**src/sv/swa_pkg.sv**
```systemverilog
`default_nettype none

package swa_pkg;

    localparam int WINDOW_MAX_DEF  = 256;
    localparam int SAMPLE_BITS_DEF = 16;
    localparam int WREG_W          = 9;
    localparam int WINDOW_RESET    = 8;

    // head of the item queue as seen by the back end
    typedef struct packed {
        logic vld;
        logic fill;
    } q_head_t;

    // back end requests to the front end
    typedef struct packed {
        logic pop;
        logic hold;
    } q_ctrl_t;

endpackage

`default_nettype wire

```
**src/sv/swa_front.sv**
```systemverilog
`default_nettype none

module swa_front #(
    parameter int SAMPLE_BITS = swa_pkg::SAMPLE_BITS_DEF
) (
    input  logic                          clk,
    input  logic                          rst_n,
    input  logic                          item_valid,
    output logic                          item_stall,
    input  logic                          action,
    input  logic signed [SAMPLE_BITS-1:0] value,
    input  swa_pkg::q_ctrl_t              ctrl,
    output swa_pkg::q_head_t              head,
    output logic signed [SAMPLE_BITS-1:0] head_value
);

    localparam int Q_DEPTH = 2;
    localparam int PTR_W   = $clog2(Q_DEPTH);
    localparam int CNT_W   = $clog2(Q_DEPTH + 1);

    logic                          act_mem [Q_DEPTH];
    logic signed [SAMPLE_BITS-1:0] val_mem [Q_DEPTH];
    logic [PTR_W-1:0]              wr_ptr_reg;
    logic [PTR_W-1:0]              rd_ptr_reg;
    logic [CNT_W-1:0]              cnt_reg;
    logic [CNT_W-1:0]              cnt_next;
    logic                          push;
    logic                          pop;

    assign item_stall = (cnt_reg == CNT_W'(Q_DEPTH)) || ctrl.hold;
    assign push       = item_valid && !item_stall;
    assign pop        = ctrl.pop && head.vld;

    assign head.vld   = (cnt_reg != '0);
    assign head.fill  = act_mem[rd_ptr_reg];
    assign head_value = val_mem[rd_ptr_reg];

    always_comb
    begin
        case ({push, pop})
            2'b10:   cnt_next = cnt_reg + 1'b1;
            2'b01:   cnt_next = cnt_reg - 1'b1;
            default: cnt_next = cnt_reg;
        endcase
    end

    always_ff @(posedge clk)
    begin
        if (push)
        begin
            act_mem[wr_ptr_reg] <= action;
            val_mem[wr_ptr_reg] <= value;
        end
    end

    always_ff @(posedge clk or negedge rst_n)
    begin
        if (!rst_n)
        begin
            wr_ptr_reg <= '0;
            rd_ptr_reg <= '0;
            cnt_reg    <= '0;
        end
        else
        begin
            if (push)
            begin
                wr_ptr_reg <= wr_ptr_reg + 1'b1;
            end
            if (pop)
            begin
                rd_ptr_reg <= rd_ptr_reg + 1'b1;
            end
            cnt_reg <= cnt_next;
        end
    end

endmodule

`default_nettype wire

```
**config.mk**
```make
export PLATFORM = sky130hd
export DESIGN_NAME = swa_front
export DESIGN_NICKNAME = d
export VERILOG_FILES = /design/src/sv/swa_pkg.sv /design/src/sv/swa_front.sv
export SDC_FILE = /design/constraint.sdc
export NUM_CORES = 1
export LEC_CHECK = 0
export ABC_AREA = 1
export BUFFER_PORTS_ARGS = -buffer_cell sky130_fd_sc_hd__buf_2
export CORE_UTILIZATION = 40
export CTS_CLUSTER_DIAMETER = 40
export DETAILED_ROUTE_END_ITERATION = 7
export PLACE_DENSITY = 0.69
export SLEW_MARGIN = 20
export SYNTH_ARGS = -nofsm -noshare
export SYNTH_HDL_FRONTEND = slang
export SYNTH_SLANG_ARGS = --single-unit
```
**constraint.sdc**
```tcl
create_clock -name clk -period 2 [get_ports clk]
set_input_delay 0.4 -clock clk [delete_from_list [all_inputs] [get_ports clk]]
set_output_delay 0.4 -clock clk [all_outputs]
set_load 0.02 [all_outputs]
```
== Yosys cells after proc, flatten, opt, wreduce, memory -nomap -nowiden ==
Memory sizes are Yosys's and may differ from the RTL's.
Cells that the tools add are included.
Operators by class
  add/sub/neg operators: 4
  equality and inequality tests: 3
  mux-type cells: 3
  reductions and logical operators: 6
Operators by type and width (count)
  $eq A2 B2 Y1 const B: 2
  $pmux W2 S2: 1
  $reduce_bool A2 Y1: 2
  $add A1 B1 Y1 const B: 2
  $add A2 B1 Y2 const B: 1
  $eq A2 B1 Y1 const B: 1
  $logic_and A1 B1 Y1: 2
  $mux W1: 2
  $sub A2 B1 Y2 const B: 1
  $logic_not A1 Y1: 1
  $logic_or A1 B1 Y1: 1
Word-level totals
  memories kept: 2
  output and inout port bits: 19
  input port bits: 22
  RAM bits: 34
  register bits after elaboration: 4
  logic and storage cells: 21
Memories
  val_mem: words 2, width 16, read ports 1, clocked after Yosys merged registers in 0, wr ports 1, line swa_front.sv:22  | logic signed [SAMPLE_BITS-1:0] val_mem [Q_DEPTH];
  act_mem: words 2, width 1, read ports 1, clocked after Yosys merged registers in 0, wr ports 1, line swa_front.sv:21  | logic act_mem [Q_DEPTH];

== Longest topological paths before layout ==
  depth in word-level cells: 6
  depth in mapped cells: 10
  mapped depth without buffers: 10

== Worst setup path after synthesis ==
No wires, ideal clock.
  path kind: register to register
  start: register cnt_reg[0]
  end: memory act_mem[1], enable pin
  setup slack: 0.286 ns
  library setup time: 0.391 ns
  cell stages (with the launch flop): 5
  clock period less this slack: 1.714 ns
  data arrival time: 1.323 ns
  cell sequence: dfrtp_1 > inv_2 > nand2_2 > nand3_2 > nor2_1
On the way
  word-level cells in the longest chain between the ends: 6
RTL lines
  start, declared: line swa_front.sv:25  | logic [CNT_W-1:0] cnt_reg;
  start signal, assigned: line swa_front.sv:74  | cnt_reg <= cnt_next;
  $eq A2 B2 Y1: line swa_front.sv:30  | assign item_stall = (cnt_reg == CNT_W'(Q_DEPTH)) || ctrl.hold;
  $logic_or A1 B1 Y1: line swa_front.sv:30
  $logic_not A1 Y1: line swa_front.sv:31  | assign push = item_valid && !item_stall;
  $logic_and A1 B1 Y1: line swa_front.sv:31
  $mux W1: line swa_front.sv:49  | if (push)
  $mux W1 (implied by the code): line swa_front.sv:51  | act_mem[wr_ptr_reg] <= action;
  end, declared: line swa_front.sv:21
No other way between the ends.

== Worst setup path in the final report ==
  start: register rd_ptr_reg
  end: output head_value[15]
On the way
  word-level cells in the longest chain between the ends: 1
RTL lines
  start, declared: line swa_front.sv:24  | logic [PTR_W-1:0] rd_ptr_reg;
  start signal, assigned: line swa_front.sv:72  | rd_ptr_reg <= rd_ptr_reg + 1'b1;
  $mem_v2 Z2 W16
  end, declared: line swa_front.sv:14  | output logic signed [SAMPLE_BITS-1:0] head_value
No other way between the ends.

==> results.env <==
POWER.SHARE.SWITCHING_PCT=36.4
SYN_NETS=144
I_O_BUFFERS=40
MAX_SLEW_MARGIN_PCT=81.1
CP_SLOWEST_CELL='dfrtp_2'
NUM_ANTENNA_CELLS=0
SYNTH.TOP_CELL.AREA_SHARE_PCT=67.3
SYNTH_CELLS=121
DIE_H_UM=63.6
NUMBER_OF_WARNING_MESSAGES_IN_THE_YOSYS_LOG=0
POST-LAYOUT-TOTAL-POWER_W=0.00262
MAX-VDD-IR-DROP_V=0.000624
FINALNETCOUNT=192
FIN_CRIT_SH_PCT=86.2
WIRE_PER_INST_UM=11.7
POST_SYNTH.CELL_AREA_AVG_SQ_UM=12.5
FLOORPLAN.IO_PINS=41
DESIGN.CORE.AREA_SQ_MM=0.00366
DRC_ERRORS=0
AREA_DELTA_SYNTH_FINAL_PCT=23.6
FINAL_HOLD_VIOL_COUNT=0
DIE_W_UM=63.6
CAP_VIOL_MAX_COUNT=0
DPL_WORST_SLACK_NS=0.429
INITIAL_CORE_UTIL_PCT=41.4
LARGEST_NET_DEGREE_AT_THE_START_OF_GLOBAL_ROUTING=19
POST_DRT_VIA_CELL_RATIO=4.45
OUTCOME='complete, no violations'
WIRELENGTH_UM=2560
SYNTH_CELL_TYPE_COUNT=16
WORST_SETUP_PATH_END_KIND='output port'
POSTCTSSETUPREPAIRBUFS=0
CTSROOTBUFFERMASTER='clkbuf_8'
SEQ_POWER_SHARE_PCT=42.0
CP_NUM_BUF_INV=2
FINISH.INSTANCE_AREA_SQ_MM=0.00187
FINAL_ANTENNA_NET_COUNT=0
MOST_FREQUENT_CELLS_IN_THE_LAYOUT='nand2_1, buf_2, edfxtp_1'
GRT_SETUP_UNREPAIRED='false'
CP_CLASS='register to output port'
GRT_FIRST_PASS_WIRELENGTH_UM=4210
NUMBER_OF_ANTENNA_VIOLATIONS_AT_THE_FIRST_CHECK_IN_GLOBAL_ROUTING=0
NUM_ROWS=22
GRT_PASS1_VIAS=998
GR-TOTAL-OVERFLOW=0
POWER.SHARE.CLOCK_PCT=23.8
PWR_DENSITY_CELL_mW_PER_MM2=1400
WORSTHOLDPATHTYPE='primary input to register'
PART_OF_THE_POWER_IN_COMBINATIONAL_LOGIC_PCT=34.2
DRT_ITER0_MARKERS=36
CRIT_FANOUT=12
DESIGN.DIE.AREA_SQ_MM=0.00404
CRITPATHMAXSTAGEDELAY_NS=0.54
CP_CELL_SEQUENCE='buf_4 > nand2_1 > nand2_1 > buf_2'
CRITICAL_PATH.STARTPOINT_TYPE='register'
CTS.SINKS=38
MAX_FREQ_MHz=580
TIMING.CRITICAL_PATH.REQUIRED_NS=1.60
TNS_NS=0
DOMINANT_DELAY_CONTRIBUTOR_BY_CELL_FAMILY_ON_THE_CRITICAL_PATH='flip-flops'
SYNTH_TOP_AREA_CELL='edfxtp_1'
CLOCK_LATENCY_NS=0.29
GP_ROUTABILITY_CONGESTION=0.671
NUMBER_OF_FLIP_FLOPS_UNDER_THE_LARGEST_REGISTER_NAME=32
HPWLAFTERDP_UM=1770
TIMING.CRITICAL_PATH.ARRIVAL_NS=1.32
DRTPASS1ITERATIONS=4
P_INT_W=0.00167
FINALSETUPVIOLCOUNT=0
POST_DP_CELL_AREA_SQ_MM=0.00175
CTS-ROOT-TO-SINK-BUFFERS=2
TIMING_WORST_SLEW_PIN_VALUE_NS=0.284
WORST_SLACK_NS=0.276
YS_TOP_CELLS_BY_AREA='edfxtp_1, nand2_1, dfrtp_1, nand2_2, inv_1'
H-TREE-DEPTH=2
CLK_PIN_SLEW_NS=0.07
CTS_TREE='built'
POWER.STATIC_LEAKAGE_nW=0.852
MOSTFREQUENTLAYOUTCELL='nand2_1'
CTS-BUFFERS-INSERTED=5
MOST_COMMON_CELL_TYPE_ON_THE_CRITICAL_PATH='nand2_1'
FINAL_WORST_PATH_PERIOD_NEED_NS=1.72
POWER_SWITCHING_W=0.000951
YS_SEQ_AREA_SHARE_PCT=73.9
POST_SYNTH_INSTANCE_AREA_SQ_MM=0.00152
SYNTH-SEQ-CELLS=38
FINAL_CORE_UTIL_PCT=51.2
SLEW_VIOLATIONS=0
FINALCLOCKSKEW_NS=0.00662
VIAS=970
GRTUSAGETOTAL_PCT=14.1
SHARE_OF_FINAL_LAYOUT_STANDARD_CELLS_STRONGER_THAN_DRIVE_STRENGTH_1_PCT=36.5
[power by group through the flow]
stage	logic, W	registers (W)	clock network, W
floorplan	0.000733	0.00106	0
global placement	0.000884	0.00111	0
global route	0.000992	0.00112	0.000681
detailed placement	0.000903	0.00111	0
finish	0.000894	0.00110	0.000623
CTS	0.000908	0.00110	0.000642
[per-layer routing]
metal	global-route usage, %	share of wire (%)	up-vias
met5	0	0	-
met4	4.26	1.3	0
met3	6.52	8.2	4
met2	23.5	49	40
met1	15.9	42	436
li1	-	-	490
[cells by family (layout without fill, tap and decap cells)]
group	Yosys count	after routing	share of synthesized area, %
and+or+nand+nor	69	69	19.0
DFF	38	38	73.9
buffers and inverters	12	61	5.69
adders and majority gates	1	1	0.825
xor gates and xnor gates	1	1	0.578
[final timing paths]
path	from	endpoint	slack [ns]	cells after the start
worst max register to register	cnt_reg[0]$_DFFE_PN0P_	cnt_reg[1]$_DFFE_PN0P_	0.63	9
worst min-delay path	value[2]	val_mem[0][2]$_DFFE_PP_	0.29	1
min in group asynchronous	rst_n	cnt_reg[1]$_DFFE_PN0P_	0.44	2
worst min register to register	wr_ptr_reg$_DFFE_PN0N_	wr_ptr_reg$_DFFE_PN0N_	0.50	2
max in group asynchronous	rst_n	rd_ptr_reg$_DFFE_PN0P_	1.43	2
worst max-delay path	rd_ptr_reg$_DFFE_PN0P_	head_value[15]	0.28	4
[repair_timing]
item	in CTS	in global routing
hold buffers	1	0
gates resized for setup	0	1
endpoints found under the hold margin	4	0
endpoints found under the setup margin	0	1
[layout make-up]
class                      count  area, sq um
tap                           48         60.1
inverter                       9         41.3
clock inverter                 3         40.0
clock buffer                   5         68.8
sequential                    38         1120
fill                         316         1790
multi-input combinational     71          309
timing repair buffer          44          233
[per-stage QoR]
stage,hold WS [ns],cells
after floorplan,0.104,121
after global placement,0.210,209
after detailed placement,0.210,209
after CTS,0.283,218
after global routing,0.284,218
final,0.295,218
[synthesized netlist by cell type (all sizes together)]
master and n:
nor2 1, buf 2, nand3 3, nand4 2, dfrtp 4, inv 9, clkbuf 1, xnor2 1
ha 1, nand2 63, edfxtp 34
(Power assumes the default switching activity.)
